`src/hdl/akms_pkg.sv`:
```
package akms_pkg;

   localparam int DEF_MAX_KEY_BASES = 64;
   localparam int DEF_POSITION_BITS = 20;

   // edit costs saturate at max_edits + 1, at most 64
   localparam int COST_BITS      = 7;
   localparam int MAX_COST       = 64;
   localparam int EDITS_BITS     = 6;
   localparam int KEY_LEN_BITS   = 7;
   localparam int KEY_WORD_BITS  = 64;
   localparam int LIMIT_BITS     = 20;
   localparam int MATCH_END_BITS = 20;
   localparam int CSR_INDEX_BITS = 3;
   localparam int CSR_DATA_BITS  = 64;

   localparam logic [CSR_INDEX_BITS-1:0] CSR_KEY_LOW    = 3'd0;
   localparam logic [CSR_INDEX_BITS-1:0] CSR_KEY_HIGH   = 3'd1;
   localparam logic [CSR_INDEX_BITS-1:0] CSR_KEY_LENGTH = 3'd2;
   localparam logic [CSR_INDEX_BITS-1:0] CSR_MAX_EDITS  = 3'd3;
   localparam logic [CSR_INDEX_BITS-1:0] CSR_LIMIT      = 3'd4;

   localparam logic [2:0] BASE_OTHER = 3'd4;

   typedef struct packed {
      logic [2:0] base_code;
      logic       read_first;
      logic       read_last;
   } req_item_type;

   typedef struct packed {
      logic                      match_found;
      logic [MATCH_END_BITS-1:0] match_end;
   } rsp_item_type;

   // one read base traveling down the cell row
   typedef struct packed {
      logic                 valid;
      logic                 fresh;
      logic                 last;
      logic [2:0]           base;
      logic [COST_BITS-1:0] diag;
      logic [COST_BITS-1:0] above;
      logic [COST_BITS-1:0] tail_cost;
   } cell_token_type;

endpackage

```
`src/hdl/akms_tail.sv`:
```
module akms_tail import akms_pkg::*; #(
   parameter int POSITION_BITS = DEF_POSITION_BITS
) (
   input  logic                  clock,
   input  logic                  reset,
   input  logic                  advance,
   input  cell_token_type        token,
   input  logic [EDITS_BITS-1:0] max_edits,
   input  logic [LIMIT_BITS-1:0] search_limit,
   output logic                  rsp_valid,
   output rsp_item_type          rsp_item
);

   localparam int CMP_BITS = (POSITION_BITS > LIMIT_BITS) ? POSITION_BITS : LIMIT_BITS;

   logic [POSITION_BITS-1:0] pos_ff, pos_in;
   logic [POSITION_BITS-1:0] hitpos_ff, hitpos_in;
   logic                     hit_ff, hit_in;
   logic                     rsp_valid_ff, rsp_valid_in;
   rsp_item_type             rsp_item_ff, rsp_item_in;
   logic [POSITION_BITS-1:0] pos_cur;

   always_comb begin
      pos_cur   = token.fresh ? '0 : pos_ff;
      hit_in    = token.fresh ? 1'b0 : hit_ff;
      hitpos_in = token.fresh ? '0 : hitpos_ff;

      if (!hit_in && (token.tail_cost <= COST_BITS'(max_edits))
          && (CMP_BITS'(pos_cur) < CMP_BITS'(search_limit))) begin
         hit_in    = 1'b1;
         hitpos_in = pos_cur;
      end

      // position saturates at the top of its range
      pos_in = (pos_cur != '1) ? pos_cur + POSITION_BITS'(1) : pos_cur;

      rsp_valid_in            = token.valid && token.last;
      rsp_item_in.match_found = hit_in;
      rsp_item_in.match_end   = hit_in ? MATCH_END_BITS'(CMP_BITS'(hitpos_in)) : '0;
   end

   always_ff @(posedge clock) begin
      if (reset) begin
         pos_ff       <= '0;
         hit_ff       <= 1'b0;
         hitpos_ff    <= '0;
         rsp_valid_ff <= 1'b0;
      end else if (advance) begin
         rsp_valid_ff <= rsp_valid_in;
         if (token.valid) begin
            pos_ff    <= pos_in;
            hit_ff    <= hit_in;
            hitpos_ff <= hitpos_in;
         end
      end
   end

   always_ff @(posedge clock) begin
      if (advance) begin
         rsp_item_ff <= rsp_item_in;
      end
   end

   assign rsp_valid = rsp_valid_ff;
   assign rsp_item  = rsp_item_ff;

endmodule
```
`config.mk`:
```
export PLATFORM = sky130hd
export DESIGN_NAME = akms_tail
export DESIGN_NICKNAME = d
export VERILOG_FILES = /design/src/hdl/akms_pkg.sv /design/src/hdl/akms_tail.sv
export SDC_FILE = /design/constraint.sdc
export NUM_CORES = 1
export LEC_CHECK = 0
export ABC_AREA = 1
export BUFFER_PORTS_ARGS = -buffer_cell sky130_fd_sc_hd__buf_2
export CORE_MARGIN = 2
export CORE_UTILIZATION = 40
export CTS_CLUSTER_DIAMETER = 50
export DETAILED_ROUTE_END_ITERATION = 16
export SLEW_MARGIN = 20
export SYNTH_ARGS = -nofsm -noshare
export SYNTH_HDL_FRONTEND = slang
export SYNTH_SLANG_ARGS = --single-unit
export TNS_END_PERCENT = 50
```
`constraint.sdc`:
```
create_clock -name clock -period 2.8 [get_ports clock]
set_input_delay 0.28 -clock clock [delete_from_list [all_inputs] [get_ports clock]]
set_output_delay 0.28 -clock clock [all_outputs]
set_load 0.02 [all_outputs]
```
==> metrics.md <==
| Metric | Value |
|---|---|
| Outcome | `complete, no violations` |
| Detailed Place HPWL | `approximately 7900 um` |
| Syn_nets | `between 600 and 700` |
| First-pass GRT wire length | `17600 um` |
| Die ar. | `around 11000 um2` |
| CP max stage cell | `dfxtp_1` |
| DR iter-0 viols | `231` |
| Top-count cell post-synth | `nand2_1` |
| FP Rows | `36` |
| Fin nets | `between 700 and 800` |
| Dpl cells | `780` |
| Share of the synthesized area in the top cell type | `0.207` |
| Post-CTS Setup Bufs | `0` |
| Die Y | `105 um` |
| Routed Antenna Nets | `0` |
| Leakage | `around 0.0023 uW` |
| CTS sink cnt | `63` |
| Largest net degree at the start of global routing | `34` |
| H-tree levels | `3` |
| Io pins | `approximately 80` |
| Cell taking the most area after synthesis | `dfxtp_1` |
| Startpoint Class | `flip-flop` |
| Post-synthesis cell count | `588` |
| Seq cells post-synth | `63` |
| Count of cell types in the netlist | `34` |
| PD cells | `~450 nW/um2` |
| Synth cell count leaders | `nand2_1 (121), inv_1 (102), a21oi_1 (68)` |
| Max stage delay on crit path | `roughly 0.33 ns` |
| CTS Buf Count | `9` |
| CP most frequent cell | `nand2_1` |
| Max-Slew Margin vs Limit | `0.614` |
| Ys Warns | `0` |
| Antenna diodes | `0` |
| Final setup fails | `0` |
| Final worst slack | `approximately 0.27 ns` |
| Pwr Total | `between 2000 and 2500 uW` |
| CP cell instances | `nand2_1, inv_1, ha_1, nand2_1, nor2_1, nand2_1, inv_1, nand2_1, nor2_1, nand2_1, nand3_1, nand2_2, a21boi_2, buf_4, a21oi_1` |
| Peak VDD IR | `between 0.15 and 0.2 mV` |
| Final Hold Viols | `0` |
| Die X | `~100 um` |
| Setup Slack @ Placement | `-0.0106 ns` |
| Routed via count | `about 4000` |
| CP endpoint kind | `flip-flop` |
| CTS Root Cell | `clkbuf_8` |
| # DRC | `0` |
| Hold path startpoint | `token[24]` |
| Worst r2r src | `pos_ff[11]$_SDFFE_PP0P_` |
| Global-route usage over all layers | `0.199` |
| Syn avg cell area | `around 6.9 um2` |
| Critical path launch point | `pos_ff[11]$_SDFFE_PP0P_` |
| Clock skew | `approximately 0.016 ns` |
| Fmax | `approximately 0.40 GHz` |
| Tightest Pin Transition | `about 0.58 ns` |
| RD Place Congestion | `between 0.9 and 1` |
| Layout cells sized above 1 | `0.181` |
| Avg Vias per Cell | `5.00` |
| Final setup TNS | `0 ns` |
| Core area | `9820 um2` |
| Post-Syn Area | `4070 um2` |
| Clock transition at path regs | `about 0.09 ns` |
| HP Class | `in -> reg` |
| Tcrit/Tclk final | `0.903` |
| Post-synth EDFFs | `21` |
| Post-layout min period | `~2.5 ns` |
| Buffers added on ports | `60` |
| Max Cap Viol | `0` |
| Main synth FF type | `dfxtp_1` |
| Overflow after GRT | `0` |
| TritonRoute pass-1 iters | `5` |
| RSZ-0062 raised after global routing | `no` |
| Fraction of registers with async set/reset | `0` |
| Non-Filler Instances | `a little under 800` |
| Crit Path Class | `reg -> reg` |
| Max FO, Critical Path | `11` |
| Vias in the first global route | `3748` |
| Synth top area cells | `dfxtp_1 (21%), edfxtp_1 (15%), nand2_1 (11%)` |
| CTS tree | `built` |
| Area Growth Syn to Fin | `18.4%` |
| Final WL | `10600 um` |
| Starting Density | `0.414` |
| CTS Buffer Depth | `2` |
| Max Slew Vio Count | `0` |
| Worst skew pair latency | `~0.36 ns` |
| Post-synthesis sequential area ratio | `0.362` |
| WP data required | `about 2.9 ns` |
| CP arrival | `2.62 ns` |
| WL/cell | `about 13 um` |
| Initial antenna violation count | `0` |
layer usage:
layer | vias to the layer above | global-route usage | wire length, um
met5 | - | 0 | 0
met4 | 0 | 0.0733 | 196
met3 | 14 | 0.0268 | 581
met2 | 129 | 0.340 | 5060
met1 | 1817 | 0.254 | 4770
li1 | 2022 | - | -
final timing paths:
| kind | to | slack [ns] | depth (start not counted) |
|---|---|---|---|
| hold reg to reg | rsp_valid$_SDFFE_PP0P_ | 0.47 | 2 |
| hold / removal | rsp_valid$_SDFFE_PP0P_ | 0.16 | 3 |
| setup / recovery | rsp_item[19]$_SDFFCE_PN0P_ | 0.27 | 15 |
| setup reg to reg | rsp_item[19]$_SDFFCE_PN0P_ | 0.27 | 15 |
logic make-up (layout without fill, tap and decap cells):
family,count (synthesis),after routing,share of synthesized area
adders and majority gates,24,24,0.0738
DFF,63,63,0.362
buffers and inverters,130,205,0.130
AOI/OAI and AO/OA,93,93,0.118
xor gates and xnor gates,9,9,0.0194
and+or+nand+nor,269,269,0.297
power by group:
group	leakage (uW)	switching [uW]	internal (uW)	total, uW
Clock	0.000103	396	503	898
Combinational	0.00163	185	98.5	283
Sequential	0.000559	9.35	978	987
sequential cells by signal (all words and copies together) (netlist names):
register   count
rsp_valid      1
pos_ff        20
hit_ff         1
rsp_item      21
hitpos_ff     20
stage by stage:
step                hold slack (ns)  area (um2)  utilization
global placement              0.449        4590        0.468
detailed placement            0.458        4590        0.468
global route                  0.174        4820        0.490
floorplan                     0.392        4070            -
CTS                           0.164        4810        0.490
finish                        0.164        4820        0.490
worst max-delay path, delay by kind of cell (launching register included):
| family | cells | cell delay [ns] |
|---|---|---|
| and+or+nand+nor | 9 | 1.00 |
| buffers and inverters | 3 | 0.36 |
| DFF | 1 | 0.33 |
| adders and majority gates | 1 | 0.30 |
| AOI/OAI and AO/OA | 2 | 0.28 |
layout make-up:
class	instances	area (um2)
fillers	1045	5000
multi-input cells	395	2070
flip-flops and latches	63	1470
repair buffers	83	485
inverters	106	398
well taps	133	166
clock buffers	9	124
clock inverters	7	96.3
what timing repair did:
item | in CTS | in global routing
setup endpoints to repair | 0 | 7
hold buffers | 0 | 0
resized for setup | 0 | 1
cell usage in the layout (no fill, tap or decap), types with 2 or more instances in the layout:
cell        instances
clkinvlp_4          2
dfxtp_1            42
bufinv_16           2
buf_4              22
buf_2              60
nand4_1             7
nor2_2              5
nand3b_1            2
inv_1             102
nand2_4             2
inv_2               4
clkbuf_8            9
nand2_1           121
o21ai_0             8
a21oi_1            68
nor2_1             55
edfxtp_1           21
nor3b_2             2
xor2_1              5
o21ai_1            11
nor3_1              8
ha_1               24
nand3_1            58
nand2_2             6
xnor2_1             4
Power figures use the tool's default switching activity.
