$ cat src/hdl/akms_pkg.sv
package akms_pkg;

   localparam int DEF_MAX_KEY_BASES = 64;
   localparam int DEF_POSITION_BITS = 20;

   // edit costs saturate at max_edits + 1, at most 64
   localparam int COST_BITS      = 7;
   localparam int MAX_COST       = 64;
   localparam int EDITS_BITS     = 6;
   localparam int KEY_LEN_BITS   = 7;
   localparam int KEY_WORD_BITS  = 64;
   localparam int LIMIT_BITS     = 20;
   localparam int MATCH_END_BITS = 20;
   localparam int CSR_INDEX_BITS = 3;
   localparam int CSR_DATA_BITS  = 64;

   localparam logic [CSR_INDEX_BITS-1:0] CSR_KEY_LOW    = 3'd0;
   localparam logic [CSR_INDEX_BITS-1:0] CSR_KEY_HIGH   = 3'd1;
   localparam logic [CSR_INDEX_BITS-1:0] CSR_KEY_LENGTH = 3'd2;
   localparam logic [CSR_INDEX_BITS-1:0] CSR_MAX_EDITS  = 3'd3;
   localparam logic [CSR_INDEX_BITS-1:0] CSR_LIMIT      = 3'd4;

   localparam logic [2:0] BASE_OTHER = 3'd4;

   typedef struct packed {
      logic [2:0] base_code;
      logic       read_first;
      logic       read_last;
   } req_item_type;

   typedef struct packed {
      logic                      match_found;
      logic [MATCH_END_BITS-1:0] match_end;
   } rsp_item_type;

   // one read base traveling down the cell row
   typedef struct packed {
      logic                 valid;
      logic                 fresh;
      logic                 last;
      logic [2:0]           base;
      logic [COST_BITS-1:0] diag;
      logic [COST_BITS-1:0] above;
      logic [COST_BITS-1:0] tail_cost;
   } cell_token_type;

endpackage

$ cat src/hdl/akms_cell.sv
module akms_cell import akms_pkg::*; #(
   parameter int CELL_INDEX = 0,
   parameter int LEN_BITS   = 7
) (
   input  logic                 clock,
   input  logic                 reset,
   input  logic                 advance,
   input  logic [1:0]           key_base,
   input  logic [LEN_BITS-1:0]  len_eff,
   input  logic [COST_BITS-1:0] cap,
   input  cell_token_type       token_in,
   output cell_token_type       token_out
);

   localparam int INIT = CELL_INDEX + 1;

   logic [COST_BITS-1:0] col_ff, col_in;
   cell_token_type       token_ff, token_in_next;
   logic [COST_BITS-1:0] init_val, old_val, min_val, raw_val, new_val;
   logic                 active, is_tail, is_match;

   always_comb begin
      // a fresh column entry is i+1; anything at or above the largest cap acts the same,
      // so deep entries are clipped there and stay correct if the edit bound changes
      if (INIT > MAX_COST) begin
         init_val = COST_BITS'(MAX_COST);
      end else begin
         init_val = COST_BITS'(INIT);
      end
      old_val  = token_in.fresh ? init_val : col_ff;
      active   = LEN_BITS'(CELL_INDEX) < len_eff;
      is_tail  = LEN_BITS'(CELL_INDEX + 1) == len_eff;
      is_match = (token_in.base < BASE_OTHER) && (token_in.base[1:0] == key_base);

      min_val = token_in.diag;
      if (token_in.above < min_val) begin
         min_val = token_in.above;
      end
      if (old_val < min_val) begin
         min_val = old_val;
      end
      raw_val = is_match ? token_in.diag : min_val + COST_BITS'(1);
      new_val = (raw_val > cap) ? cap : raw_val;

      col_in = active ? new_val : old_val;

      token_in_next           = token_in;
      token_in_next.diag      = old_val;
      token_in_next.above     = new_val;
      token_in_next.tail_cost = is_tail ? new_val : token_in.tail_cost;
   end

   always_ff @(posedge clock) begin
      if (reset) begin
         token_ff <= '0;
      end else if (advance) begin
         token_ff <= token_in_next;
      end
   end

   always_ff @(posedge clock) begin
      if (advance && token_in.valid) begin
         col_ff <= col_in;
      end
   end

   assign token_out = token_ff;

endmodule

$ cat config.mk
export PLATFORM = sky130hd
export DESIGN_NAME = akms_cell
export DESIGN_NICKNAME = d
export VERILOG_FILES = /design/src/hdl/akms_pkg.sv /design/src/hdl/akms_cell.sv
export SDC_FILE = /design/constraint.sdc
export NUM_CORES = 1
export LEC_CHECK = 0
export ABC_CLOCK_PERIOD_IN_PS = 8450
export BUFFER_PORTS_ARGS = -buffer_cell sky130_fd_sc_hd__buf_2
export CAP_MARGIN = 20
export CORE_ASPECT_RATIO = 1.1
export CORE_MARGIN = 2
export CORE_UTILIZATION = 35
export CTS_BUF_LIST = sky130_fd_sc_hd__clkbuf_4 sky130_fd_sc_hd__clkbuf_8 sky130_fd_sc_hd__clkbuf_16
export DETAILED_ROUTE_END_ITERATION = 7
export SLEW_MARGIN = 20
export SYNTH_ARGS = -nofsm -noshare
export SYNTH_HDL_FRONTEND = slang
export SYNTH_SLANG_ARGS = --single-unit
$ cat constraint.sdc
create_clock -name clock -period 8.45 [get_ports clock]
set_input_delay 1.2675 -clock clock [delete_from_list [all_inputs] [get_ports clock]]
set_output_delay 1.2675 -clock clock [all_outputs]
set_load 0.05 [all_outputs]
==> results.json, run 1 <==
{
  "syn_inst": 317,
  "fin_worst_skew_ns": 0.009474,
  "cts_buffers": 5,
  "yosysSeqAreaShare_pct": 28.90,
  "synth_seq_cells": 34,
  "grt_setup_unrepaired": "no",
  "firstDrtPassIters": 4,
  "io_buffers": 72,
  "status": "completed",
  "crit_slowest_cell": "o31ai_1",
  "slew_violations": 0,
  "cp_common_cell": "ha_1",
  "p_leak_nw": 1.435,
  "row_count": 32,
  "hp-class": "reg2reg",
  "io_pins": 73,
  "critPathRequiredTime_ns": 8.64,
  "n_fill_cell": 728,
  "arrival_ns": 7.19,
  "cp.buffers_inverters": 2,
  "grt_pass1_vias": 2390,
  "ant_nets": 0,
  "min_period_ns": 6.993,
  "drive_gt1_share_pct": 25.07,
  "multi_input_area_um2": 1707,
  "cap_viol_max_count": 0,
  "numPlacedInstances": 460,
  "min-delay-start": "token_out[4]",
  "synth_ff_type": "dfxtp_1",
  "async_reset_ff_share_pct": 0,
  "r2r_cells": 18,
  "r2r_start": "col_ff[2]",
  "cts_tree": "yes",
  "cp_max_fo": 12,
  "dp_hpwl_um": 5748,
  "placed_area_um2": 3007,
  "wl_um": 7329,
  "cts_root_buffer": "clkbuf_8",
  "clk_pin_slew_worst_paths_ns": 0.07,
  "cts.htree.levels": 2,
  "regArea_um2": 750.7,
  "ir_worst_vdd_v": 0.0001223,
  "r2r_slack_ns": 3.31,
  "antenna_found_initial": 0,
  "post-cts-setup-buffers": 0,
  "setup_viol": 0,
  "tns_ns": 0,
  "worst_slew_pin_slew_ns": 0.8531,
  "cp-end-kind": "flip-flop",
  "die_x_um": 86.14,
  "grt_max_degree": 34,
  "synth_edf_count": 7,
  "hold_path_depth": 2,
  "power_per_cell_area_nw_per_um2": 189.8,
  "clk_latency_ns": 0.29,
  "syn_nets": 381,
  "start_util_pct": 36.65,
  "gp_congestion": 0.9666,
  "drc": 0,
  "max_clock_freq_mhz": 143.0,
  "fp.dieH_um": 94.35,
  "drt-initial-drc-count": 134,
  "cts_hold_buf": 0,
  "coreArea_um2": 7087,
  "antenna_cells": 0,
  "syn-mean-instance-area_um2": 8.194,
  "finish.instance_area_um2": 3087,
  "finalHoldViolCount": 0,
  "hold_end": "token_out[4]",
  "whs_ns": 0.4734,
  "cts_resized": 0,
  "totalPowerFinal_uw": 585.7,
  "final_net_count": 446,
  "via_count": 2557,
  "synth.distinct_cells": 55,
  "wl_per_cell_um": 15.66,
  "clock_sinks": 34,
  "slew_headroom_pct": 43.01,
  "clk_path_buf_depth": 2,
  "synthToLayoutAreaGrowth_pct": 18.83,
  "final_cell_count_no_fill": 468,
  "critPathTopFamily": "compound AO/OA/AOI/OAI gates",
  "ys.warnings.count": 0,
  "gr-total-overflow": 0,
  "grtUsageTotal_pct": 18.33,
  "vias_per_cell": 5.464,
  "dieArea_um2": 8127,
  "cp-start-kind": "input pin",
  "cp_cell_sequence": "buf_2 -> inv_1 -> ha_1 -> a21o_1 -> a31oi_1 -> o21a_2 -> mux2i_2 -> ha_1 -> o21ai_0 -> a32oi_1 -> o221ai_2 -> o22ai_2 -> nor4_1 -> nor2_1 -> xor2_1 -> nor2_1 -> a21oi_1 -> ha_1 -> a21oi_1 -> nor2b_1 -> o31ai_1 -> o21ai_0 -> o21bai_1 -> a311oi_1",
  "synth.cell_area_um2": 2597,
  "grt_pass1_wl_um": 11780,
  "r2r_end": "token_out[12]",
  "post-route-period-util_pct": 82.76,
  "worst-setup-path-type": "in2reg",
  "slowest_delay_ns": 0.70
}
-- worst max-delay path by stage --
stage	end	slack, ns	cells past startpoint	from
2_1_floorplan	token_out[12]	2.25	24	token_in[16]
3_3_place_gp	token_out[2]	1.31	25	token_in[16]
3_5_place_dp	col_ff[1]	1.26	23	token_in[16]
4_1_cts	col_ff[1]	1.52	23	token_in[16]
5_1_grt	token_out[2]	0.89	26	token_in[16]
6_report	token_out[12]	1.46	24	token_in[16]
-- power by group --
group          total (mW)  switching [mW]  internal [mW]
combinational       0.276           0.181         0.0946
clock               0.114          0.0590         0.0550
sequential          0.196         0.00852          0.187
total               0.586           0.249          0.337
-- cells in the mapped netlist, drive strengths merged, types with 4 or more instances --
master | instances | area [µm²]
clkbuf | 13 | 48.80
nand2b | 4 | 25.02
o211ai | 5 | 42.54
nand2 | 27 | 103.9
a22oi | 4 | 30.03
nor3 | 4 | 20.02
a311oi | 5 | 43.79
edfxtp | 7 | 210.2
ha | 18 | 225.2
dfxtp | 27 | 540.5
o21ai | 18 | 93.84
nor2 | 43 | 161.4
nor2b | 7 | 43.79
and3 | 4 | 25.02
inv | 20 | 75.07
nand3 | 9 | 45.04
a21oi | 23 | 115.1
xnor2 | 4 | 35.03
mux2i | 19 | 197.7
xor2 | 5 | 43.79
-- layout by cell type, fill, tap and decap left out, types with 7 or more instances in the layout --
cell / Yosys / layout
nor2b_1: 7 / 7
nand3_1: 9 / 9
buf_2: 1 / 72
inv_1: 20 / 20
mux2i_1: 17 / 17
a21oi_1: 23 / 23
o21ai_0: 16 / 16
nand2_1: 26 / 26
nor2_1: 43 / 43
ha_1: 18 / 18
dfxtp_1: 27 / 27
edfxtp_1: 7 / 7
-- final cells by class --
cell class,instances,area share (%)
clock buffer,5,2.229
tap,85,3.445
timing repair buffer,73,11.92
inverter,20,2.432
multi-input combinational,248,55.29
clock inverter,3,0.3648
sequential,34,24.32
-- worst min-delay path, cell delays in order (launching register included) --
cell and delay, ns:
dfxtp_1 0.32, nand2_1 0.06, a21oi_1 0.05
-- registers in the layout (all words and copies together) (netlist names) --
signal / count
col_ff: 7
token_out: 27
-- logic make-up after synthesis --
kind of cell / Yosys count / share of synthesized area [%]
buf+inv: 35 / 5.395
flops: 34 / 28.90
xor+xnor: 9 / 3.034
compound gates: 84 / 24.42
mux: 22 / 8.911
fa+ha+maj: 18 / 8.671
simple gates: 115 / 20.66
-- layer usage --
metal	up-vias	GRT usage, %	wire length, µm
li1	1274	-	-
met4	0	5.159	121
met5	-	0	0
met2	95	29.33	3304
met1	1178	25.31	3410
met3	10	3.234	493
-- through the flow --
stage | setup WS (ns) | utilization [%]
detailed placement | 1.262 | 42.43
finish | 1.457 | 43.56
CTS | 1.523 | 43.56
floorplan | 2.251 | -
global route | 0.8873 | 43.56
global placement | 1.305 | 42.43
(Power assumes the default switching activity.)
==> run 2, diff against run 1 <==
--- a/config.mk
+++ b/config.mk
@@ -5,7 +5,7 @@
 export SDC_FILE = /design/constraint.sdc
 export NUM_CORES = 1
 export LEC_CHECK = 0
-export ABC_CLOCK_PERIOD_IN_PS = 8450
+export ABC_CLOCK_PERIOD_IN_PS = 6800
 export BUFFER_PORTS_ARGS = -buffer_cell sky130_fd_sc_hd__buf_2
 export CAP_MARGIN = 20
 export CORE_ASPECT_RATIO = 1.1
==> constraint.sdc (replaced) <==
create_clock -name clock -period 6.8 [get_ports clock]
set_input_delay 1.02 -clock clock [delete_from_list [all_inputs] [get_ports clock]]
set_output_delay 1.02 -clock clock [all_outputs]
set_load 0.05 [all_outputs]
==> run 2 against run 1 <==
Cell area increased by 1.6%; wire length increased by 0.22%; clock skew decreased by 0.0074 ns; critical endpoint is now token_out[2]; largest power group unchanged.
==> results.json, run 2 (synthesis gave the netlist of run 1 again) <==
{
  "cts_tree": "yes",
  "post-cts-setup-buffers": 0,
  "intPower_uw": 433.2,
  "final_net_count": 450,
  "vias_per_cell": 5.419,
  "wl_um": 7345,
  "firstDrtPassIters": 4,
  "fin_worst_skew_ns": 0.002042,
  "coreArea_um2": 7087,
  "worst-setup-path-type": "in2reg",
  "clock_sinks": 34,
  "power_frac_comb_pct": 48.3,
  "max_clock_freq_mhz": 160.8,
  "row_count": 32,
  "via_count": 2558,
  "clk_latency_ns": 0.29,
  "grtUsageTotal_pct": 18.64,
  "worst_slew_pin_slew_ns": 0.8196,
  "gr-total-overflow": 0,
  "cap_viol_max_count": 0,
  "grt_pass1_vias": 2493,
  "clk_path_buf_depth": 2,
  "wl_per_cell_um": 15.56,
  "power_frac_seq_pct": 32.4,
  "grt_max_degree": 34,
  "hp-class": "reg2reg",
  "whs_ns": 0.4729,
  "totalPowerFinal_uw": 750.7,
  "slew_headroom_pct": 45.16,
  "final_common_cell": "buf_2",
  "cp-start-kind": "input pin",
  "critPathRequiredTime_ns": 7.01,
  "cts_root_buffer": "clkbuf_8",
  "p_leak_nw": 1.459,
  "cts.htree.levels": 2,
  "n_fill_cell": 733,
  "swShare_pct": 42.29,
  "wl_met2_um": 3363,
  "grt_setup_unrepaired": "no",
  "die_x_um": 86.14,
  "gp_congestion": 0.8421,
  "start_util_pct": 36.65,
  "tns_ns": 0,
  "grt_pass1_wl_um": 12050,
  "min_period_ns": 6.218,
  "setup_viol": 0,
  "drive_gt1_share_pct": 26.87,
  "highest_layer": "met4",
  "cp-end-kind": "flip-flop",
  "clk_pin_slew_worst_paths_ns": 0.07,
  "p_clk_share_pct": 19.3,
  "cts_buffers": 5,
  "antenna_cells": 0,
  "met1_length_um": 3434,
  "largest_reg_flops": 27,
  "fp.dieH_um": 94.35,
  "switchingPower_uw": 317.5,
  "slew_violations": 0,
  "ir_worst_vdd_v": 0.0001399,
  "io_buffers": 72,
  "power_per_cell_area_nw_per_um2": 239.4,
  "cp_max_fo": 12,
  "drc": 0,
  "io_pins": 73,
  "drt-initial-drc-count": 177,
  "cts_hold_buf": 0,
  "post-route-period-util_pct": 91.44,
  "finalHoldViolCount": 0,
  "r2r_slack_ns": 2.06,
  "synthToLayoutAreaGrowth_pct": 20.71,
  "antenna_found_initial": 0,
  "most-common-layout-cells": "buf_2, nor2_1, dfxtp_1, nand2_1, a21oi_1",
  "status": "completed",
  "wl_met3_um": 427,
  "arrival_ns": 6.42,
  "ant_nets": 0,
  "dp_hpwl_um": 5740,
  "dieArea_um2": 8127
}
## run 2: repair_timing
| action | CTS | global route |
|---|---|---|
| endpoints found under the setup margin | 0 | 6 |
| hold endpoints to repair | 0 | 0 |
| resized for setup | 0 | 3 |
## run 2: through the flow
stage | std cells | utilization, % | setup WS (ns) | instance area (µm²)
after global routing | 472 | 44.24 | 0.07835 | 3136
after CTS | 472 | 44.05 | 0.3361 | 3122
final | 472 | 44.24 | 0.5817 | 3136
after floorplan | 317 | - | 0.8489 | 2597
after global placement | 464 | 42.85 | 0.1753 | 3037
after detailed placement | 464 | 42.85 | 0.06934 | 3037
## run 2: worst paths after layout
kind | from | to | cells after the start
min | token_out[5] | token_out[5] | 2
max reg2reg | col_ff[2] | token_out[2] | 20
max | token_in[16] | token_out[2] | 26
min reg2reg | token_out[5] | token_out[5] | 2
## run 2: worst max-delay path: stages
cell      delay [ns]
buf_2           0.11
inv_1           0.04
ha_1            0.28
a21o_1          0.15
a31oi_1         0.28
o21a_4          0.32
mux2i_2         0.32
ha_1            0.28
o21ai_0         0.28
a32oi_1         0.18
o221ai_2        0.23
o22ai_2         0.17
nor4_1          0.45
o211ai_2        0.16
xor2_1          0.19
nor2_1          0.09
nor2_1          0.05
ha_1            0.29
nand4_1         0.11
a21oi_1         0.21
nor3_2          0.10
nor2b_2         0.41
nand2_1         0.10
o31a_1          0.20
o21a_1          0.21
nor3_1          0.17
## run 2: layout make-up
cell class	count	area, µm²	area share (%)
clock buffer	5	68.82	2.195
clock inverter	3	16.27	0.5188
sequential	34	750.7	23.94
inverter	20	75.07	2.394
timing repair buffer	77	397.9	12.69
multi-input combinational	248	1720	54.87
tap	85	106.4	3.392
## run 2: layer usage
| metal | global-route usage (%) | up-vias |
|---|---|---|
| li1 | - | 1289 |
| met1 | 25.52 | 1181 |
| met2 | 30.36 | 80 |
| met3 | 2.885 | 8 |
| met4 | 5.291 | 0 |
| met5 | 0 | - |
## run 2: power groups by stage
stage                     clock network [mW]  logic (mW)  registers, mW
after CTS                              0.149       0.359          0.243
after detailed placement                   0       0.356          0.248
after floorplan                            0       0.204          0.296
final                                  0.145       0.363          0.243
after global routing                   0.157       0.398          0.246
after global placement                     0       0.350          0.247
==> run 3, diff against run 2 <==
--- a/config.mk
+++ b/config.mk
@@ -5,7 +5,7 @@
 export SDC_FILE = /design/constraint.sdc
 export NUM_CORES = 1
 export LEC_CHECK = 0
-export ABC_CLOCK_PERIOD_IN_PS = 6800
+export ABC_CLOCK_PERIOD_IN_PS = 7800
 export BUFFER_PORTS_ARGS = -buffer_cell sky130_fd_sc_hd__buf_2
 export CAP_MARGIN = 20
 export CORE_ASPECT_RATIO = 1.1
==> constraint.sdc (replaced) <==
create_clock -name clock -period 7.8 [get_ports clock]
set_input_delay 1.17 -clock clock [delete_from_list [all_inputs] [get_ports clock]]
set_output_delay 1.17 -clock clock [all_outputs]
set_load 0.05 [all_outputs]
==> run 3 against run 2 <==
Wire length fell by 2.1%; critical path depth shrank 2; cell area shrank 1.6%; non-clock buffer count down 4; sequential share of layout area increased by 0.38 points; total power down 16%; clock power decreased by 16%; combinational power decreased by 18%; setup slack better by 0.33 ns; count of clock-buffer cells in the layout grew 1; largest power group unchanged; die area is the same; sequential power fell by 13%.
==> results.json, run 3 (synthesis gave the netlist of run 1 again) <==
{
  "grt_max_degree": 34,
  "cts_tree": "yes",
  "swShare_pct": 41.56,
  "die_x_um": 86.14,
  "synthToLayoutAreaGrowth_pct": 18.83,
  "power_per_cell_area_nw_per_um2": 204.6,
  "finalHoldViolCount": 0,
  "via_count": 2527,
  "post-route-period-util_pct": 88.36,
  "postLayoutCoreUtil_pct": 43.56,
  "min-delay-start": "token_out[4]",
  "post-cts-setup-buffers": 0,
  "crit_start": "token_in[16]",
  "most-common-layout-cells": "buf_2, nor2_1, dfxtp_1, nand2_1, a21oi_1",
  "hp-class": "reg2reg",
  "grt_pass1_wl_um": 11660,
  "cts_buffers": 5,
  "power_frac_seq_pct": 33.5,
  "ir_worst_vdd_v": 0.0001164,
  "whs_ns": 0.4687,
  "clock_sinks": 34,
  "final_net_count": 446,
  "antenna_found_initial": 0,
  "final_common_cell": "buf_2",
  "cts.htree.levels": 2,
  "r2r_start": "col_ff[2]",
  "setup_viol": 0,
  "arrival_ns": 7.08,
  "firstDrtPassIters": 4,
  "p_leak_nw": 1.436,
  "dp_hpwl_um": 5668,
  "dieArea_um2": 8127,
  "drt-initial-drc-count": 86,
  "clk_path_buf_depth": 2,
  "slew_violations": 0,
  "slew_headroom_pct": 44.45,
  "cts_root_buffer": "clkbuf_8",
  "wl_per_cell_um": 15.40,
  "status": "completed",
  "cp-end-kind": "flip-flop",
  "gr-total-overflow": 0,
  "switchingPower_uw": 262.6,
  "wl_um": 7190,
  "coreArea_um2": 7087,
  "io_pins": 73,
  "critPathRequiredTime_ns": 7.99,
  "antenna_cells": 0,
  "cp-start-kind": "input pin",
  "drc": 0,
  "worst_slew_pin_slew_ns": 0.8262,
  "cts_hold_buf": 0,
  "finish.instance_area_um2": 3087,
  "row_count": 32,
  "clk_latency_ns": 0.28,
  "grtUsageTotal_pct": 18.11,
  "drive_gt1_share_pct": 25.39,
  "totalPowerFinal_uw": 631.7,
  "placed_area_um2": 3007,
  "grt_pass1_vias": 2368,
  "max_clock_freq_mhz": 145.1,
  "cap_viol_max_count": 0,
  "cts_resized": 0,
  "io_buffers": 72,
  "largest_reg_flops": 27,
  "tns_ns": 0,
  "ant_nets": 0,
  "intPower_uw": 369.1,
  "fin_worst_skew_ns": 0.008155,
  "grt_setup_unrepaired": "no",
  "worst-setup-path-type": "in2reg",
  "clk_pin_slew_worst_paths_ns": 0.07,
  "gp_congestion": 0.9670,
  "power_frac_comb_pct": 47.1,
  "start_util_pct": 36.65,
  "fp.dieH_um": 94.35,
  "vias_per_cell": 5.411,
  "min_period_ns": 6.892,
  "cp_max_fo": 12,
  "p_clk_share_pct": 19.3
}
run 3: cell types whose count changed in the layout (fill, tap and decap cells not counted), sizes merged:
cell / previous run / this run
clkinvlp: 1 / 0
buf: 77 / 73
clkinv: 2 / 1
clkbuf: 5 / 6
run 3: area by class of cell:
type                            instances  area [µm²]
Fill cell                             702        4000
Multi-Input combinational cell        248        1707
Sequential cell                        34       750.7
Timing Repair Buffer                   73       367.9
Tap cell                               85       106.4
Clock buffer                            6       76.32
Inverter                               20       75.07
Clock inverter                          1       3.754
run 3: through the flow:
stage               setup slack [ns]  std cells
floorplan                      1.699        317
global placement              0.7533        460
detailed placement            0.6886        460
CTS                           0.9446        467
global route                  0.3871        467
finish                        0.9076        467
run 3: final timing paths:
| kind | slack [ns] | to | cells past startpoint |
|---|---|---|---|
| max reg2reg | 2.69 | token_out[12] | 18 |
| min reg2reg | 0.47 | token_out[4] | 2 |
| min | 0.47 | token_out[4] | 2 |
| max | 0.91 | token_out[12] | 24 |
run 3: per-layer routing:
| layer | up-vias | share of wire, % | track usage (%) |
|---|---|---|---|
| met2 | 82 | 44 | 27.78 |
| li1 | 1282 | - | - |
| met3 | 14 | 5.5 | 3.322 |
| met1 | 1149 | 48 | 25.70 |
| met4 | 0 | 2.2 | 5.688 |
| met5 | - | 0 | 0 |
run 3: worst max-delay path: stages:
cell	delay (ns)
buf_2	0.11
inv_1	0.05
ha_1	0.28
a21o_1	0.16
a31oi_1	0.23
o21a_2	0.41
mux2i_1	0.33
ha_1	0.32
a2111oi_4	0.39
a32oi_1	0.12
o221ai_2	0.24
o22ai_2	0.18
nor4_1	0.49
nor2_1	0.10
xor2_1	0.31
nor2_1	0.07
a21oi_1	0.14
ha_1	0.27
a21oi_1	0.14
nor2b_1	0.07
o31ai_1	0.70
o21ai_0	0.27
o21bai_1	0.25
a311oi_1	0.28
run 3: power by group through the flow:
stage,clock [mW],sequential [mW],combinational (mW)
2_1_floorplan,0,0.258,0.178
3_3_place_gp,0,0.216,0.293
3_5_place_dp,0,0.216,0.296
4_1_cts,0.126,0.212,0.298
5_1_grt,0.133,0.214,0.330
6_report,0.122,0.212,0.298
